[src/rtl/pel_pkg.sv]
package pel_pkg;

	localparam int CH_W      = 8;
	localparam int VAL_W     = 10;
	localparam int COORD_W   = 12;
	localparam int LW_W      = 13;
	localparam int KIND_W    = 3;
	localparam int NUM_STATS = 8;
	localparam int MAX_LINE  = 4096;
	localparam int MAX_ROWS  = 4096;
	localparam int LW_RESET  = 640;

	localparam logic [LW_W-1:0]    LINE_LIMIT = LW_W'(MAX_LINE);
	localparam logic [COORD_W-1:0] ROW_LIMIT  = COORD_W'(MAX_ROWS - 1);

	localparam logic [KIND_W-1:0] KIND_MAX_SUM = 3'd0;
	localparam logic [KIND_W-1:0] KIND_MIN_SUM = 3'd1;
	localparam logic [KIND_W-1:0] KIND_MAX_R   = 3'd2;
	localparam logic [KIND_W-1:0] KIND_MAX_G   = 3'd3;
	localparam logic [KIND_W-1:0] KIND_MAX_B   = 3'd4;
	localparam logic [KIND_W-1:0] KIND_MIN_R   = 3'd5;
	localparam logic [KIND_W-1:0] KIND_MIN_G   = 3'd6;
	localparam logic [KIND_W-1:0] KIND_MIN_B   = 3'd7;

	typedef struct packed {
		logic               valid;
		logic [CH_W-1:0]    red;
		logic [CH_W-1:0]    green;
		logic [CH_W-1:0]    blue;
		logic               frame_end;
		logic [COORD_W-1:0] x;
		logic [COORD_W-1:0] y;
	} pix_stage_t;

	typedef struct packed {
		logic [VAL_W-1:0]   value;
		logic [COORD_W-1:0] x;
		logic [COORD_W-1:0] y;
	} stat_t;

	typedef stat_t [NUM_STATS-1:0] stat_set_t;

	function automatic logic is_max_kind(input logic [KIND_W-1:0] k);
		return (k == KIND_MAX_SUM) || (k == KIND_MAX_R) || (k == KIND_MAX_G)
			|| (k == KIND_MAX_B);
	endfunction

endpackage

[src/rtl/pel_front.sv]
module pel_front (
	input  logic                           clk,
	input  logic                           arst_n,
	input  logic                           pixel_valid,
	output logic                           pixel_stall,
	input  logic [pel_pkg::CH_W-1:0]       red,
	input  logic [pel_pkg::CH_W-1:0]       green,
	input  logic [pel_pkg::CH_W-1:0]       blue,
	input  logic                           frame_end,
	input  logic [pel_pkg::LW_W-1:0]       line_width,
	input  logic                           rep_busy,
	output pel_pkg::pix_stage_t            pix_s1
);

	logic [pel_pkg::COORD_W-1:0] col_q, row_q;
	logic [pel_pkg::LW_W-1:0]    eff_width;
	logic [pel_pkg::LW_W-1:0]    col_next;
	logic                        accept;
	logic                        wrap;

	// a second frame end may not reach the tracker while a report is still pending
	assign pixel_stall = frame_end && (rep_busy || (pix_s1.valid && pix_s1.frame_end));
	assign accept      = pixel_valid && !pixel_stall;

	always_comb begin
		if (line_width == '0) begin
			eff_width = pel_pkg::LW_W'(1);
		end else if (line_width > pel_pkg::LINE_LIMIT) begin
			eff_width = pel_pkg::LINE_LIMIT;
		end else begin
			eff_width = line_width;
		end
		col_next = {1'b0, col_q} + pel_pkg::LW_W'(1);
		wrap     = col_next >= eff_width;
	end

	always_ff @(posedge clk or negedge arst_n) begin
		if (!arst_n) begin
			col_q <= '0;
			row_q <= '0;
		end else if (accept) begin
			if (frame_end) begin
				col_q <= '0;
				row_q <= '0;
			end else if (wrap) begin
				col_q <= '0;
				if (row_q < pel_pkg::ROW_LIMIT) begin
					row_q <= row_q + pel_pkg::COORD_W'(1);
				end
			end else begin
				col_q <= col_next[pel_pkg::COORD_W-1:0];
			end
		end
	end

	always_ff @(posedge clk or negedge arst_n) begin
		if (!arst_n) begin
			pix_s1 <= '0;
		end else begin
			pix_s1.valid <= accept;
			if (accept) begin
				pix_s1.red       <= red;
				pix_s1.green     <= green;
				pix_s1.blue      <= blue;
				pix_s1.frame_end <= frame_end;
				pix_s1.x         <= col_q;
				pix_s1.y         <= row_q;
			end
		end
	end

endmodule

[src/rtl/pel_tracker.sv]
module pel_tracker (
	input  logic                clk,
	input  logic                arst_n,
	input  pel_pkg::pix_stage_t pix_s1,
	output logic                snap_valid,
	output pel_pkg::stat_set_t  snap
);

	pel_pkg::stat_set_t          trk_q;
	logic                        started_q;
	logic [pel_pkg::VAL_W-1:0]   samp [pel_pkg::NUM_STATS];
	logic [pel_pkg::VAL_W-1:0]   sum;

	always_comb begin
		sum = pel_pkg::VAL_W'(pix_s1.red) + pel_pkg::VAL_W'(pix_s1.green)
			+ pel_pkg::VAL_W'(pix_s1.blue);
		samp[pel_pkg::KIND_MAX_SUM] = sum;
		samp[pel_pkg::KIND_MIN_SUM] = sum;
		samp[pel_pkg::KIND_MAX_R]   = pel_pkg::VAL_W'(pix_s1.red);
		samp[pel_pkg::KIND_MAX_G]   = pel_pkg::VAL_W'(pix_s1.green);
		samp[pel_pkg::KIND_MAX_B]   = pel_pkg::VAL_W'(pix_s1.blue);
		samp[pel_pkg::KIND_MIN_R]   = pel_pkg::VAL_W'(pix_s1.red);
		samp[pel_pkg::KIND_MIN_G]   = pel_pkg::VAL_W'(pix_s1.green);
		samp[pel_pkg::KIND_MIN_B]   = pel_pkg::VAL_W'(pix_s1.blue);
	end

	// strict compare: the first pixel of a frame always takes every tracker
	always_comb begin
		logic take;
		take = 1'b0;
		for (int k = 0; k < pel_pkg::NUM_STATS; k++) begin
			if (pel_pkg::is_max_kind(pel_pkg::KIND_W'(k))) begin
				take = !started_q || (samp[k] > trk_q[k].value);
			end else begin
				take = !started_q || (samp[k] < trk_q[k].value);
			end
			if (take) begin
				snap[k].value = samp[k];
				snap[k].x     = pix_s1.x;
				snap[k].y     = pix_s1.y;
			end else begin
				snap[k] = trk_q[k];
			end
		end
	end

	assign snap_valid = pix_s1.valid && pix_s1.frame_end;

	always_ff @(posedge clk or negedge arst_n) begin
		if (!arst_n) begin
			started_q <= 1'b0;
		end else if (pix_s1.valid) begin
			started_q <= !pix_s1.frame_end;
		end
	end

	always_ff @(posedge clk) begin
		if (pix_s1.valid) begin
			trk_q <= snap;
		end
	end

endmodule

[src/rtl/pel_report.sv]
module pel_report (
	input  logic                           clk,
	input  logic                           arst_n,
	input  logic                           snap_valid,
	input  pel_pkg::stat_set_t             snap,
	output logic                           rep_busy,
	output logic                           result_valid,
	input  logic                           result_stall,
	output logic [pel_pkg::KIND_W-1:0]     stat_kind,
	output logic [pel_pkg::VAL_W-1:0]      extreme_value,
	output logic [pel_pkg::COORD_W-1:0]    pos_x,
	output logic [pel_pkg::COORD_W-1:0]    pos_y,
	output logic                           run_last
);

	pel_pkg::stat_set_t          rep_q;
	logic                        busy_q;
	logic [pel_pkg::KIND_W-1:0]  idx_q;
	logic                        load;

	assign rep_busy = busy_q;
	assign load     = busy_q && (!result_valid || !result_stall);

	always_ff @(posedge clk or negedge arst_n) begin
		if (!arst_n) begin
			busy_q <= 1'b0;
			idx_q  <= '0;
		end else if (snap_valid) begin
			busy_q <= 1'b1;
			idx_q  <= '0;
		end else if (load) begin
			idx_q <= idx_q + pel_pkg::KIND_W'(1);
			if (idx_q == pel_pkg::KIND_MIN_B) begin
				busy_q <= 1'b0;
			end
		end
	end

	always_ff @(posedge clk) begin
		if (snap_valid) begin
			rep_q <= snap;
		end
	end

	always_ff @(posedge clk or negedge arst_n) begin
		if (!arst_n) begin
			result_valid <= 1'b0;
		end else if (load) begin
			result_valid <= 1'b1;
		end else if (!result_stall) begin
			result_valid <= 1'b0;
		end
	end

	always_ff @(posedge clk) begin
		if (load) begin
			stat_kind     <= idx_q;
			extreme_value <= rep_q[idx_q].value;
			pos_x         <= rep_q[idx_q].x;
			pos_y         <= rep_q[idx_q].y;
			run_last      <= (idx_q == pel_pkg::KIND_MIN_B);
		end
	end

	// a new snapshot never lands on a report that is still draining
	a_no_overwrite: assert property (@(posedge clk) disable iff (!arst_n)
		snap_valid |-> !busy_q)
		else $error("snapshot while report pending");

	a_last_kind: assert property (@(posedge clk) disable iff (!arst_n)
		(result_valid && run_last) |-> (stat_kind == pel_pkg::KIND_MIN_B))
		else $error("run_last on wrong kind");

	a_drain_done: assert property (@(posedge clk) disable iff (!arst_n)
		(load && (idx_q == pel_pkg::KIND_MIN_B)) |=> !busy_q)
		else $error("report still busy after last beat");

	a_start_idx: assert property (@(posedge clk) disable iff (!arst_n)
		snap_valid |=> (busy_q && (idx_q == pel_pkg::KIND_MAX_SUM)))
		else $error("report did not start at first kind");

endmodule

[src/rtl/pixel_extrema_locator_core.sv]
// Pixel extrema locator.
// Pixels enter on the pixel channel (pixel_valid / pixel_stall) in raster order,
// one beat per clock unless stalled; the block counts column and row from line_width.
// It tracks max/min of R+G+B and of each channel with the first position reached.
// A beat with frame_end set closes the frame: that pixel is included, and eight
// result beats follow on the result channel (result_valid / result_stall) in
// stat_kind order 0..7, run_last set on the eighth; trackers restart for the
// next frame. The frame-end beat is registered in pix_s1, then loads the report
// buffer, then the first result; then one per cycle while result_stall is low.
// Throughput is one pixel per cycle while pixel_stall is low, set by the single
// registered compare stage. The eight results wait in a report buffer, so pixels
// of the next frame keep flowing while the report drains; pixel_stall rises only
// for a frame-end beat that arrives before the previous report has moved its last
// beat into the output register. A stalled result beat holds on the output
// register. line_width is written on the cfg channel (always ready); the user must
// write it only while idle, which the block does not enforce. Reset clears the
// position counters and report and restarts the trackers; line_width goes to 640.
module pixel_extrema_locator_core (
	input  logic                           clk,
	input  logic                           arst_n,
	input  logic                           cfg_valid,
	output logic                           cfg_ready,
	input  logic [pel_pkg::LW_W-1:0]       cfg_data,
	input  logic                           pixel_valid,
	output logic                           pixel_stall,
	input  logic [pel_pkg::CH_W-1:0]       red,
	input  logic [pel_pkg::CH_W-1:0]       green,
	input  logic [pel_pkg::CH_W-1:0]       blue,
	input  logic                           frame_end,
	output logic                           result_valid,
	input  logic                           result_stall,
	output logic [pel_pkg::KIND_W-1:0]     stat_kind,
	output logic [pel_pkg::VAL_W-1:0]      extreme_value,
	output logic [pel_pkg::COORD_W-1:0]    pos_x,
	output logic [pel_pkg::COORD_W-1:0]    pos_y,
	output logic                           run_last
);

	logic [pel_pkg::LW_W-1:0] line_width_q;
	pel_pkg::pix_stage_t      pix_s1;
	pel_pkg::stat_set_t       snap;
	logic                     snap_valid;
	logic                     rep_busy;

	assign cfg_ready = 1'b1;

	always_ff @(posedge clk or negedge arst_n) begin
		if (!arst_n) begin
			line_width_q <= pel_pkg::LW_W'(pel_pkg::LW_RESET);
		end else if (cfg_valid && cfg_ready) begin
			line_width_q <= cfg_data;
		end
	end

	pel_front u_front (
		.clk         (clk),
		.arst_n      (arst_n),
		.pixel_valid (pixel_valid),
		.pixel_stall (pixel_stall),
		.red         (red),
		.green       (green),
		.blue        (blue),
		.frame_end   (frame_end),
		.line_width  (line_width_q),
		.rep_busy    (rep_busy),
		.pix_s1      (pix_s1)
	);

	pel_tracker u_tracker (
		.clk        (clk),
		.arst_n     (arst_n),
		.pix_s1     (pix_s1),
		.snap_valid (snap_valid),
		.snap       (snap)
	);

	pel_report u_report (
		.clk           (clk),
		.arst_n        (arst_n),
		.snap_valid    (snap_valid),
		.snap          (snap),
		.rep_busy      (rep_busy),
		.result_valid  (result_valid),
		.result_stall  (result_stall),
		.stat_kind     (stat_kind),
		.extreme_value (extreme_value),
		.pos_x         (pos_x),
		.pos_y         (pos_y),
		.run_last      (run_last)
	);

endmodule
[config.mk]
export PLATFORM = sky130hd
export DESIGN_NAME = pixel_extrema_locator_core
export DESIGN_NICKNAME = d
export VERILOG_FILES = /design/src/rtl/pel_pkg.sv /design/src/rtl/pel_front.sv /design/src/rtl/pel_tracker.sv /design/src/rtl/pel_report.sv /design/src/rtl/pixel_extrema_locator_core.sv
export SDC_FILE = /design/constraint.sdc
export NUM_CORES = 1
export LEC_CHECK = 0
export BUFFER_PORTS_ARGS = -buffer_cell sky130_fd_sc_hd__buf_2
export CAP_MARGIN = 30
export CORE_ASPECT_RATIO = 0.9
export CORE_UTILIZATION = 50
export CTS_BUF_LIST = sky130_fd_sc_hd__clkbuf_8
export DETAILED_ROUTE_END_ITERATION = 10
export HOLD_SLACK_MARGIN = 0.1
export PLACE_DENSITY = 0.66
export SKIP_LAST_GASP = 1
export SLEW_MARGIN = 20
export SYNTH_ARGS = -nofsm -noshare
export SYNTH_HDL_FRONTEND = slang
export SYNTH_SLANG_ARGS = --single-unit
[constraint.sdc]
create_clock -name clk -period 18.3 [get_ports clk]
set_clock_uncertainty 0.1 [all_clocks]
set_input_delay 4.575 -clock clk [delete_from_list [all_inputs] [get_ports clk]]
set_output_delay 4.575 -clock clk [all_outputs]
set_load 0.05 [all_outputs]
# Yosys cells after proc, flatten, opt, wreduce, memory -nomap -nowiden
# Cells that the tools add are included.
# Widths: inputs -> output; s select.
# word_totals
output_inout_bits,41
input_bits,43
ff_bits,675
word_cells,136
# classes
n_addsub,5
mux,24
order_cmp,12
n_eq_ne,2
n_reduce_logical,26
# op_table
op,count
$mux 34,9
$bmux 34 s3,1
$mux 12,5
$gt 8x10->1,3
$lt 8x10->1,3
$mux 13,2
$add 12x1->13 const B,1
$ge 13x13->1,1
$gt 13x13->1 const B,1
$logic_not 13->1,1
$add 12x1->12 const B,1
$lt 12x12->1 const B,1
$add 10x8->10,1
$gt 10x10->1,1
$logic_or 1x1->1,10
$lt 10x10->1,1
$add 8x8->9,1
$reduce_bool 2->1,4
$mux 3,2
$logic_not 1->1,5
$mux 1,5
$logic_and 1x1->1,4
$lt 3x4->1 const B,1
$add 3x1->3 const B,1
other kinds (4),4

# Longest topological paths before layout
# logic_depth
word_depth,6
ltp_mapped,23
depth_no_buf,22

# Modules after synthesis
# A second synthesis with hierarchy kept.
# unflattened
hier_cells,1898
area_unflattened_um2,30013.8
# modules_own_cells
module,area_per_inst_um2,seq_area_each_um2,cells_each,n_inst
pel_tracker,14288.7,8192.9,1000,1
pel_report,11604.9,9434.0,450,1
pel_front,3585.9,1851.8,419,1
pixel_extrema_locator_core,534.3,327.8,29,1

# Worst setup path before layout
# No wires, ideal clock.
# synth_timing
kind,reg2out
start,register u_front.pix_s1[49] (netlist name)
end,output port pixel_stall
t_required_ps,13625
path_slack_ps,5304
path_stages_with_launch,5
n_path_buf,1
arrival_ps,8321
cell_sequence,dfrtp_1 -> and2_1 -> buf_6 -> o21ai_2 -> inv_1
# synth_via
elab_chain_cells,3
# synth_rtl
item,line_no,rtl
$logic_and 1x1->1,-,
net snap_valid,pixel_extrema_locator_core.sv:42,logic snap_valid;
$logic_or 1x1->1,pel_front.sv:22,assign pixel_stall = frame_end && (rep_busy || (pix_s1.valid && pix_s1.frame_end));
$logic_and 1x1->1,pel_front.sv:22,
"end, declared",pixel_extrema_locator_core.sv:25,"output logic pixel_stall,"
# The timed path passes the listed nets, and every way through them passes these cells.

# Final worst setup path
# layout_timing
start,input port frame_end
end,output port pixel_stall
# layout_via
elab_chain_cells,1
# layout_rtl
item,line_no,rtl
"start, declared",pixel_extrema_locator_core.sv:29,"input logic frame_end,"
$logic_and 1x1->1,pel_front.sv:22,
# Every way passes these cells.

==> impl_metrics.yaml <==
status:
  status: "finished clean"
global_route:
  grt_pass1_vias: 17900
  grt_pass1_wl_um: 104000
  grt_overflow_total: 0
  grt_max_degree: 161
  antenna_found_initial: 1
  grt_usage_pct: 22.4
placement:
  port_buffers: 82
  hpwl_um: 40100
  routabilityCongestion: 0.837
floorplanning:
  die_area_um2: 61000
  fp.dieH_um: 234
  core-area_um2: 58900
  ios: 84
  initial_core_util_pct: 51.0
  rows: 84
  die_x_um: 260
synthesis:
  synth_area_leader_cell: "edfxtp_1"
  netlist.area_leader.share_pct: 58.2
  synthArstFlopShare_pct: 13.8
  ys_seq_elements: 675
  avgSynthCellArea_um2: 14.9
  synthTopCellsByArea: "edfxtp_1 58%, mux2_2 8.3%, dfrtp_1 7.6%, mux4_2 5.1%, ha_1 4.1%"
  synthFlopType: "edfxtp_1"
  synth_edf_count: 582
  syn-cell-area_um2: 30000
  synth_cell_types: 61
  synth_warnings: 0
  synthCells: 2010
  seq_area_frac_synth_pct: 66.0
setup_path:
  cp_cell_sequence: "buf_2 -> o21ai_2 -> inv_1 -> buf_2"
  end_kind: "output pin"
  path_buf_inv: 3
  cp-start-kind: "input pin"
  slowest_stage: "buf_2"
  crit_type: "in2out"
  crit_required_ns: 13.62
  crit_arrival_ns: 5.23
  cp_max_fo: 4
  critPathMaxStageDelay_ns: 0.26
  crit_path_frequent_cell: "buf_2"
  cp_top_family: "buffers and inverters"
finish:
  area_delta_synth_final_pct: 11.6
  drive_above_1_share_pct: 26.1
  final_cell_mix: "582 x edfxtp_1, 235 x nand2_1, 221 x mux2_2"
  layout_commonest_cell: "edfxtp_1"
  layout.nets: 2265
  n_fill_cell: 4588
timing:
  finalCriticalPeriod_ns: 9.90
  hold_viol: 0
  clock.fmax_ghz: 0.101
  setup_viol: 0
  tightest_slew_ns: 0.997
  period_share_pct: 54.1
  tns_ns: 0
  relSlewSlack_pct: 33.6
  finalMaxSlewViolations: 0
  rsz0062_at_grt: "false"
cts:
  cts_inserted_buffers: 108
  htreeDepth: 3
  clk_latency_ns: 0.71
  ctsResizeCount: 0
  clkTransAtPathRegs_ns: 0.05
  post_cts_buffers: 0
  cts_tree: "built"
  cts_buffer_depth: 3
  clock-sinks: 675
  ctsRootBufferMaster: "clkbuf_8"
  hold_buffers: 0
detailed_routing:
  wl_per_cell_um: 22.3
  dr.first_iter.drc_count: 1554
  dr.pass1.iters: 5
  drc_errors: 0
  wirelength_um: 66500
  viasPerCell: 5.88
  vias: 17600
  drtAntennaViolNets: 0
run:
  max_cap_violations: 0
min_path:
  hold_path_class: "reg2reg"
pwr:
  switching_power_mw: 2.14
  intPower_mw: 3.84
  pwr-share-clk_pct: 21.3
  power_mw: 5.98
  max-vdd-ir-drop_uv: 113
  seqPwrFrac_pct: 41.6
  p_per_area_nw_per_um2: 178
  swShare_pct: 35.7
  p_comb_share_pct: 37.1
  power.leakage_nw: 12.6
[Yosys cell counts, types with 3 or more instances]
| cell type | number |
|---|---|
| o22ai_1 | 3 |
| edfxtp_1 | 582 |
| and2_1 | 12 |
| nor3_1 | 7 |
| nor4_1 | 5 |
| nand3_1 | 77 |
| o21a_1 | 3 |
| inv_1 | 84 |
| ha_1 | 98 |
| dfrtp_1 | 91 |
| o31ai_1 | 5 |
| a21oi_1 | 38 |
| mux2_2 | 221 |
| buf_1 | 9 |
| buf_2 | 26 |
| a22o_1 | 9 |
| xor2_1 | 6 |
| o21ai_0 | 62 |
| a2111oi_0 | 4 |
| nor2_1 | 29 |
| mux2i_1 | 4 |
| xnor2_1 | 18 |
| and3_1 | 9 |
| clkbuf_1 | 85 |
| nor2b_1 | 5 |
| o211ai_1 | 69 |
| nand2b_1 | 6 |
| mux4_2 | 68 |
| o41ai_1 | 3 |
| nand2_1 | 235 |
| a22oi_1 | 65 |
| a41o_1 | 3 |
| o21ai_1 | 3 |
| o311ai_0 | 4 |
| a21o_1 | 15 |
| or3_1 | 3 |
| nand4_1 | 14 |
[layout make-up]
type	count	area (um^2)	share of cell area, %
multi-input cells	1138	9520	28.4
diodes	1	2.50	0.00747
clock buffers	119	1640	4.89
flip-flops and latches	675	19800	59.1
repair buffers	114	738	2.20
inverters	85	324	0.967
well taps	774	968	2.89
clock inverters	82	500	1.49
[per-stage QoR]
stage	instances	hold slack (ns)	utilization, %	setup WS [ns]	area, um^2
6_report	2988	0.422	56.9	8.40	33500
5_1_grt	2988	0.456	56.9	8.37	33500
4_1_cts	2986	0.420	56.9	8.38	33500
3_5_place_dp	2785	0.407	53.3	8.39	31300
3_3_place_gp	2782	0.393	53.1	8.40	31300
2_1_floorplan	2021	0.342	-	5.30	30100
[registers in the layout, indices dropped and copies added, names as in the netlist]
| name | flops |
|---|---|
| u_report.rep_q | 272 |
| u_report.result_valid | 1 |
| u_front.row_q | 12 |
| u_report.rep_busy | 1 |
| u_report.pos_x | 12 |
| u_front.col_q | 12 |
| u_report.pos_y | 12 |
| u_report.stat_kind | 3 |
| u_tracker.trk_q | 272 |
| u_report.extreme_value | 10 |
| u_report.idx_q | 3 |
| u_report.run_last | 1 |
| u_tracker.started_q | 1 |
| line_width_q | 13 |
| u_front.pix_s1 | 50 |
[power groups by stage]
stage | combinational, mW | sequential, mW | clock [mW]
3_5_place_dp | 2.22 | 2.52 | 0
5_1_grt | 2.42 | 2.53 | 1.37
6_report | 2.22 | 2.49 | 1.28
2_1_floorplan | 1.47 | 2.59 | 0
4_1_cts | 2.23 | 2.49 | 1.30
3_3_place_gp | 2.15 | 2.50 | 0
[metal layers]
metal / vias to the layer above / track usage, % / routed length [um]
li1: 7932 / - / -
met1: 8955 / 32.2 / 30300
met2: 555 / 34.3 / 30500
met3: 114 / 4.25 / 4070
met4: 0 / 7.55 / 1710
met5: - / 0 / 0
[path summary, 6_finish.rpt]
kind / startpoint / endpoint / slack (ns) / cells after the start
hold / removal: line_width_q[0] / line_width_q[0] / 0.42 / 1
max in group asynchronous: arst_n / u_report.idx_q[1] / 13.04 / 2
setup / recovery: frame_end / pixel_stall / 8.40 / 4
min in group asynchronous: arst_n / line_width_q[5] / 3.78 / 1
hold reg to reg: line_width_q[0] / line_width_q[0] / 0.42 / 1
setup reg to reg: u_front.pix_s1[34] / u_tracker.trk_q[15] / 12.28 / 21
[kinds of logic (layout without fill, tap and decap cells)]
group | count (synthesis) | in the layout | synth area share, %
flip-flops | 675 | 675 | 66.0
AND/OR/NAND/NOR | 408 | 408 | 6.00
AO/OA/AOI/OAI | 300 | 300 | 6.79
multiplexers | 293 | 293 | 13.5
buffers and inverters | 208 | 400 | 2.79
adder cells (fa/ha/maj) | 100 | 100 | 4.22
XOR/XNOR | 24 | 24 | 0.700
other | 2 | 14 | 0.0250
Note: power is estimated with default switching activity, not from simulation.
